`src/design/pag_pkg.sv`:
```
`timescale 1ns / 1ps

package pag_pkg;

   localparam int LINEAR_BITS  = 16;
   localparam int COLOR_BITS   = 8;
   localparam int NUM_LANES    = 3;
   localparam int ROM_DEPTH    = 1 << COLOR_BITS;
   localparam int PROD_BITS    = LINEAR_BITS + COLOR_BITS;
   localparam int SEARCH_STEPS = COLOR_BITS;
   localparam int LANE_STAGES  = 2 + SEARCH_STEPS;
   localparam int PIPE_STAGES  = LANE_STAGES + 1;
   localparam int TDATA_BITS   = (NUM_LANES + 1) * COLOR_BITS;
   localparam int BIG_BITS     = 256;

   // exact floor(x / 255) for any 32-bit x: (x * DIV_MUL) >> DIV_SHIFT
   localparam int                   DIV_BITS   = 32;
   localparam logic [DIV_BITS-1:0]  DIV_MUL    = 32'h8080_8081;
   localparam int                   DIV_SHIFT  = 39;
   localparam logic [COLOR_BITS-1:0] ROUND_BIAS = 8'd127;

   localparam logic [LINEAR_BITS-1:0] FULL_SCALE = '1;

   typedef logic [LINEAR_BITS-1:0] lin_type;
   typedef lin_type                lin_rom_type [ROM_DEPTH];
   typedef logic [BIG_BITS-1:0]    big_type;

   typedef struct packed {
      logic [PIPE_STAGES-1:0] adv;
   } pipe_ctrl_type;

   function automatic big_type big_pow(big_type base, int unsigned e);
      big_type r;
      r = big_type'(1);
      for (int unsigned i = 0; i < e; i++) begin
         r = r * base;
      end
      return r;
   endfunction

   // largest v with (2v-1)^5 * 255^11 <= 32 * FS^5 * c^11
   function automatic lin_rom_type build_dec_rom();
      lin_rom_type  rom;
      big_type      rhs;
      big_type      lhs;
      logic [31:0]  lo;
      logic [31:0]  hi;
      logic [31:0]  mid;
      for (int c = 0; c < ROM_DEPTH; c++) begin
         rhs = big_type'(32) * big_pow(big_type'(FULL_SCALE), 5)
               * big_pow(big_type'(c), 11);
         lo  = '0;
         hi  = 32'(FULL_SCALE);
         while (lo < hi) begin
            mid = lo + ((hi - lo + 32'd1) >> 1);
            lhs = big_pow(big_type'(2 * mid - 32'd1), 5)
                  * big_pow(big_type'(ROM_DEPTH - 1), 11);
            if (lhs <= rhs) begin
               lo = mid;
            end else begin
               hi = mid - 32'd1;
            end
         end
         rom[c] = lo[LINEAR_BITS-1:0];
      end
      return rom;
   endfunction

   // smallest t with t^5 * 510^11 >= FS^5 * (2k-1)^11, zero for k = 0
   function automatic lin_rom_type build_thr_rom();
      lin_rom_type  rom;
      big_type      rhs;
      big_type      lhs;
      logic [31:0]  lo;
      logic [31:0]  hi;
      logic [31:0]  mid;
      rom[0] = '0;
      for (int k = 1; k < ROM_DEPTH; k++) begin
         rhs = big_pow(big_type'(FULL_SCALE), 5) * big_pow(big_type'(2 * k - 1), 11);
         lo  = '0;
         hi  = 32'(FULL_SCALE);
         while (lo < hi) begin
            mid = lo + ((hi - lo) >> 1);
            lhs = big_pow(big_type'(mid), 5)
                  * big_pow(big_type'(2 * (ROM_DEPTH - 1)), 11);
            if (lhs >= rhs) begin
               hi = mid;
            end else begin
               lo = mid + 32'd1;
            end
         end
         rom[k] = lo[LINEAR_BITS-1:0];
      end
      return rom;
   endfunction

   localparam lin_rom_type DEC_ROM = build_dec_rom();
   localparam lin_rom_type THR_ROM = build_thr_rom();

endpackage

```
`src/design/premultiply_alpha_gamma.sv`:
```
`timescale 1ns / 1ps

// Premultiplies an 8-bit RGBA pixel by its alpha in linear light using a pure
// 2.2 power law. One pixel is accepted per clock while the output is not
// stalled; results stream out in order through one stage for decode ROM and
// alpha multiply, one for the reciprocal divide by 255, eight for the
// bit-by-bit threshold search that re-encodes the color, and the output
// register. Red, green and blue run in three identical lanes; alpha passes
// through unchanged. Back-pressure stalls only the stages that are full, so
// bubbles are squeezed out. No registers to program and no start-up pass.

module premultiply_alpha_gamma (
   input  logic                            clock,
   input  logic                            reset,
   input  logic                            req_tvalid,
   output logic                            req_tready,
   input  logic [pag_pkg::TDATA_BITS-1:0]  req_tdata,  // red_in, green_in, blue_in, alpha_in
   output logic                            rsp_tvalid,
   input  logic                            rsp_tready,
   output logic [pag_pkg::TDATA_BITS-1:0]  rsp_tdata   // red_out, green_out, blue_out, alpha_out
);
   import pag_pkg::*;

   pipe_ctrl_type          pipe_ctrl;
   logic [COLOR_BITS-1:0]  alpha_ff [LANE_STAGES];
   logic [COLOR_BITS-1:0]  lane_out [NUM_LANES];
   logic [TDATA_BITS-1:0]  rsp_tdata_ff;
   logic [TDATA_BITS-1:0]  rsp_tdata_in;
   logic [COLOR_BITS-1:0]  alpha_req;

   assign alpha_req = req_tdata[NUM_LANES*COLOR_BITS +: COLOR_BITS];

   pag_ctrl u_ctrl (
      .clock      (clock),
      .reset      (reset),
      .req_tvalid (req_tvalid),
      .req_tready (req_tready),
      .rsp_tvalid (rsp_tvalid),
      .rsp_tready (rsp_tready),
      .pipe_ctrl  (pipe_ctrl)
   );

   for (genvar l = 0; l < NUM_LANES; l++) begin : g_lane
      pag_lane u_lane (
         .clock     (clock),
         .pipe_ctrl (pipe_ctrl),
         .color_in  (req_tdata[l*COLOR_BITS +: COLOR_BITS]),
         .alpha_in  (alpha_req),
         .color_out (lane_out[l])
      );
   end

   for (genvar s = 0; s < LANE_STAGES; s++) begin : g_alpha
      always_ff @(posedge clock) begin
         if (pipe_ctrl.adv[s]) begin
            alpha_ff[s] <= (s == 0) ? alpha_req : alpha_ff[(s == 0) ? 0 : s - 1];
         end
      end
   end

   // merge lane results and alpha into the output register
   always_comb begin
      rsp_tdata_in = '0;
      for (int l = 0; l < NUM_LANES; l++) begin
         rsp_tdata_in[l*COLOR_BITS +: COLOR_BITS] = lane_out[l];
      end
      rsp_tdata_in[NUM_LANES*COLOR_BITS +: COLOR_BITS] = alpha_ff[LANE_STAGES-1];
   end

   always_ff @(posedge clock) begin
      if (pipe_ctrl.adv[PIPE_STAGES-1]) begin
         rsp_tdata_ff <= rsp_tdata_in;
      end
   end

   assign rsp_tdata = rsp_tdata_ff;

   a_zero_alpha : assert property (@(posedge clock) disable iff (reset)
      rsp_tvalid && (rsp_tdata[NUM_LANES*COLOR_BITS +: COLOR_BITS] == '0)
      |-> (rsp_tdata[NUM_LANES*COLOR_BITS-1:0] == '0))
      else $error("color not zero for zero alpha");

   a_reset_empty : assert property (@(posedge clock)
      $past(reset) |-> !rsp_tvalid)
      else $error("output valid right after reset");

endmodule

```
`src/design/pag_ctrl.sv`:
```
`timescale 1ns / 1ps

module pag_ctrl (
   input  logic                   clock,
   input  logic                   reset,
   input  logic                   req_tvalid,
   output logic                   req_tready,
   output logic                   rsp_tvalid,
   input  logic                   rsp_tready,
   output pag_pkg::pipe_ctrl_type pipe_ctrl
);
   import pag_pkg::*;

   logic [PIPE_STAGES-1:0] valid_ff;
   logic [PIPE_STAGES-1:0] valid_in;
   logic [PIPE_STAGES-1:0] adv;

   // a stage takes new contents when empty or when its contents move on
   always_comb begin
      adv[PIPE_STAGES-1] = !valid_ff[PIPE_STAGES-1] || rsp_tready;
      for (int i = PIPE_STAGES - 2; i >= 0; i--) begin
         adv[i] = !valid_ff[i] || adv[i+1];
      end
      valid_in[0] = adv[0] ? req_tvalid : valid_ff[0];
      for (int i = 1; i < PIPE_STAGES; i++) begin
         valid_in[i] = adv[i] ? valid_ff[i-1] : valid_ff[i];
      end
   end

   always_ff @(posedge clock) begin
      if (reset) begin
         valid_ff <= '0;
      end else begin
         valid_ff <= valid_in;
      end
   end

   assign pipe_ctrl.adv = adv;
   assign req_tready    = adv[0];
   assign rsp_tvalid    = valid_ff[PIPE_STAGES-1];

endmodule

```
`src/design/pag_lane.sv`:
```
`timescale 1ns / 1ps

module pag_lane (
   input  logic                             clock,
   input  pag_pkg::pipe_ctrl_type           pipe_ctrl,
   input  logic [pag_pkg::COLOR_BITS-1:0]   color_in,
   input  logic [pag_pkg::COLOR_BITS-1:0]   alpha_in,
   output logic [pag_pkg::COLOR_BITS-1:0]   color_out
);
   import pag_pkg::*;

   logic [PROD_BITS-1:0]    prod_ff;
   logic [PROD_BITS-1:0]    prod_in;
   lin_type                 quot_ff;
   lin_type                 quot_in;
   logic [DIV_BITS-1:0]     biased;
   logic [2*DIV_BITS-1:0]   recip;
   logic [COLOR_BITS-1:0]   k_ff [SEARCH_STEPS];
   logic [COLOR_BITS-1:0]   k_in [SEARCH_STEPS];
   lin_type                 p_ff [SEARCH_STEPS-1];
   lin_type                 p_in [SEARCH_STEPS-1];

   // decode to linear light and scale by alpha
   assign prod_in = PROD_BITS'(DEC_ROM[color_in]) * PROD_BITS'(alpha_in);

   always_ff @(posedge clock) begin
      if (pipe_ctrl.adv[0]) begin
         prod_ff <= prod_in;
      end
   end

   // divide by 255 with rounding through a reciprocal multiply
   assign biased  = DIV_BITS'(prod_ff) + DIV_BITS'(ROUND_BIAS);
   assign recip   = (2*DIV_BITS)'(biased) * (2*DIV_BITS)'(DIV_MUL);
   assign quot_in = recip[DIV_SHIFT +: LINEAR_BITS];

   always_ff @(posedge clock) begin
      if (pipe_ctrl.adv[1]) begin
         quot_ff <= quot_in;
      end
   end

   // re-encode: binary search over the threshold table, one bit a stage
   for (genvar j = 0; j < SEARCH_STEPS; j++) begin : g_step
      logic [COLOR_BITS-1:0] k_prev;
      logic [COLOR_BITS-1:0] cand;
      lin_type               p_prev;

      if (j == 0) begin : g_first
         assign k_prev = '0;
         assign p_prev = quot_ff;
      end else begin : g_next
         assign k_prev = k_ff[j-1];
         assign p_prev = p_ff[j-1];
      end

      assign cand    = k_prev | (COLOR_BITS'(1) << (COLOR_BITS - 1 - j));
      assign k_in[j] = (THR_ROM[cand] <= p_prev) ? cand : k_prev;

      always_ff @(posedge clock) begin
         if (pipe_ctrl.adv[2+j]) begin
            k_ff[j] <= k_in[j];
         end
      end

      if (j < SEARCH_STEPS - 1) begin : g_keep
         assign p_in[j] = p_prev;
         always_ff @(posedge clock) begin
            if (pipe_ctrl.adv[2+j]) begin
               p_ff[j] <= p_in[j];
            end
         end
      end
   end

   assign color_out = k_ff[SEARCH_STEPS-1];

endmodule
```
`config.mk`:
```
export PLATFORM = sky130hd
export DESIGN_NAME = premultiply_alpha_gamma
export DESIGN_NICKNAME = d
export VERILOG_FILES = /design/src/design/pag_pkg.sv /design/src/design/premultiply_alpha_gamma.sv /design/src/design/pag_ctrl.sv /design/src/design/pag_lane.sv
export SDC_FILE = /design/constraint.sdc
export NUM_CORES = 2
export LEC_CHECK = 0
export CORE_MARGIN = 3
export CORE_UTILIZATION = 44
export DETAILED_ROUTE_END_ITERATION = 8
export DONT_BUFFER_PORTS = 1
export GPL_TIMING_DRIVEN = 0
export PLACE_DENSITY = 0.66
export SYNTH_ARGS = -nofsm -noshare
export SYNTH_HDL_FRONTEND = slang
export SYNTH_SLANG_ARGS = --single-unit
```
`constraint.sdc`:
```
create_clock -name clock -period 9.35 [get_ports clock]
set_input_delay 0.4675 -clock clock [delete_from_list [all_inputs] [get_ports clock]]
set_output_delay 0.4675 -clock clock [all_outputs]
set_load 0.05 [all_outputs]
```
==> run_results.csv <==
group,metric,value,unit
critical_path,crit_buf_inv,6,
die,initial_core_util,44.6,%
sta,hold_violations,0,
route,vias,77500,
clock_network,clock_path_buffers,3,
critical_path,r2r_cells,24,
critical_path,reg2reg_from,"g_lane[0].u_lane.prod_ff[0]",
sta,rsz0062_at_grt,"no",
sta,clock.fmax,109,MHz
cells_and_area,syn2layout_area_growth,7.74,%
synth,post_synth_inst_count,9303,
sta,clock-skew-final,50.5,ps
route,wl,332,mm
synth,synth_top_area_share,25.7,%
worst_hold_path,min_from,"reset",
sta,slew_viol_final,0,
worst_hold_path,hp-class,"primary input to flip-flop",
critical_path,critical_path_required,9760,ps
sta,worst_slew_pin_slew,1290,ps
clock_network,clkLatencyLatePin,700,ps
clock_network,cts-root-buf,"clkbuf_16",
route,drc,0,
critical_path,reg2reg_to,"g_lane[0].u_lane.g_step[0].p_prev[15]",
die,die_h,430,um
sta,fin_ws,180,ps
synth,ys_types,89,
placement,dp_worst_setup_slack,-1230,ps
grt,grt_pass1_vias,75500,
clock_network,cts_setup_buffers,0,
synth,syn_nets,10800,
critical_path,cpMaxStageDelayCell,"clkbuf_1",
route,ant_nets,0,
clock_network,clk_pin_slew,70,ps
grt,grt_pass1_wl,489,mm
placement,port_buffers,0,
die,dieWidth,430,um
synth,synth_most_common_cell,"ha_1",
critical_path,crit_path_frequent_cell,"fa_1",
sta,period_share,98.1,%
critical_path,crit_path_start_kind,"primary input",
sta,setup_viol_count_final,0,
clock_network,cts.sinks,687,
route,dr.pass1.iters,7,
die,rows,154,
cells_and_area,nNetsFinal,10900,
route,wl_per_cell,28.1,um
synth,synth_common_cells,"1,095 x ha_1, 887 x inv_1, 876 x nand2_1",
synth,synth-seq-cells,687,
grt,antenna_found_initial,12,
sta,timing.slew.headroom,13.3,%
die,die_area,185000,um2
die,ioPinCount,70,
grt,globalRouteOverflowTotal,0,
clock_network,tritoncts,"done",
synth,synthFlopType,"edfxtp_1",
critical_path,critPathKind,"primary input to flip-flop",
synth,async_reset_ff_share,0,%
placement,hpwl,248,mm
critical_path,crit_cells,27,
clock_network,ctsHtreeMaxLevel,3,
critical_path,critPathLaunch,"req_tdata[1]",
synth,synth_area_per_cell,8.50,um2
critical_path,endpoint,"g_lane[0].u_lane.prod_ff[23]",
critical_path,reg2reg_slack,2060,ps
clock_network,numCtsBuffers,78,
cells_and_area,nFillCells,17200,
synth,synth_edf_count,676,
grt,grt_max_degree,66,
synth,yosysWarnings,0,
critical_path,crit_arrival,9580,ps
synth,ys_top_cells_by_area,"edfxtp_1 26%, ha_1 17%, fa_1 8.1%",
die,core,177000,um2
critical_path,crit_fanout,14,
route,drtIter0Drc,10300,
critical_path,path_delay_family,"compound AO/OA/AOI/OAI gates",
route,via_per_inst,6.56,
cells_and_area,drive_gt1_share,3.38,%
critical_path,cpPeakStageDelay,620,ps
synth,yosysTopAreaCell,"edfxtp_1",
sta,fin_crit,9170,ps
critical_path,end_kind,"flip-flop",
grt,track_usage,34.7,%
synth,ys_seq_area_share,26.0,%
cells_and_area,seqCellArea,20500,um2
cells_and_area,multi_input_area,53000,um2
placement,gp_congestion,1.03,
status,status,"finished clean",
flow_run,maxCapViolCount,0,
synth,syn-cell-area,79000,um2
## worst min path at each step
stage / end / slack (ps) / cells after the start
after global placement: alpha_ff[9][2] / 400 / 0
after global routing: u_ctrl.valid_ff[9] / 190 / 2
after floorplan: alpha_ff[1][0] / 400 / 0
after detailed placement: alpha_ff[1][4] / 400 / 0
after CTS: u_ctrl.valid_ff[9] / 140 / 2
final: u_ctrl.valid_ff[9] / 200 / 2
## sequential cells by signal (all words and copies together), names as in the netlist
signal / cells
u_ctrl.valid_ff: 11
rsp_tdata: 32
g_lane.u_lane.p_ff: 336
g_lane.u_lane.g_step.p_prev: 48
alpha_ff: 80
g_lane.u_lane.prod_ff: 72
g_lane.u_lane.k_ff: 108
## what timing repair did
item	4_1_cts	5_1_grt
resized for setup	3	15
endpoints found under the setup margin	2	6
hold buffers	11	0
hold endpoints to repair	11	0
## layout by cell type, fill, tap and decap left out, drive strengths merged, types with 87 or more instances in the layout
master     n
buf      137
a31oi    145
nand3    199
inv      901
a21oi    804
nand2b   114
and2     208
a211oi   129
ha      1095
a21o     116
nand4     87
nand2    876
edfxtp   676
o21ai    744
o211ai   131
nor2     731
nor2b    122
nor3     173
clkbuf   547
fa       321
xnor2    110
## routing by layer
layer / vias up / share of wire [%] / track usage (%)
met3: 1333 / 11 / 8.15
met5: - / 0.016 / 0.0781
met4: 8 / 6.4 / 18.2
li1: 33600 / - / -
met1: 37500 / 39 / 44.1
met2: 5077 / 44 / 55.0
## worst reg2reg max path: cells and delay by family, from the launching register on
kind	cells	cell delay (ps)
compound gates	6	1650
xor+xnor	1	450
fa+ha+maj	6	2210
buf+inv	3	260
flops	1	570
simple gates	8	1970
## final cells by class
| class | count | area share, % |
|---|---|---|
| Inverter | 913 | 4.03 |
| Clock buffer | 86 | 2.33 |
| Timing Repair Buffer | 27 | 0.502 |
| Antenna cell | 11 | 0.0323 |
| Sequential cell | 687 | 24.1 |
| Multi-Input combinational cell | 7120 | 62.2 |
| Clock inverter | 54 | 0.780 |
| Tap cell | 2340 | 3.44 |
| Buffer | 582 | 2.60 |
## through the flow
step / instance area (um2) / setup TNS [ps] / utilization (%) / std cells / hold slack [ps]
after floorplan: 79000 / 0 / - / 9303 / 400
after global placement: 82000 / -213510 / 46.2 / 11600 / 400
after CTS: 85100 / 0 / 48.0 / 11800 / 141
final: 85200 / 0 / 48.0 / 11800 / 198
after global routing: 85200 / 0 / 48.0 / 11800 / 193
after detailed placement: 82300 / -7480 / 46.4 / 11700 / 405
## kinds of logic after synthesis
family | Yosys count | synth area share [%]
AOI/OAI and AO/OA | 2716 | 21.4
xor gates and xnor gates | 167 | 1.85
adders and majority gates | 1416 | 25.5
buffers and inverters | 1496 | 7.14
DFF | 687 | 26.0
muxes | 93 | 2.11
and+or+nand+nor | 2728 | 16.1
Power is not shown: default switching activity piles up to over one toggle a cycle in this logic, so the estimate is an artifact.
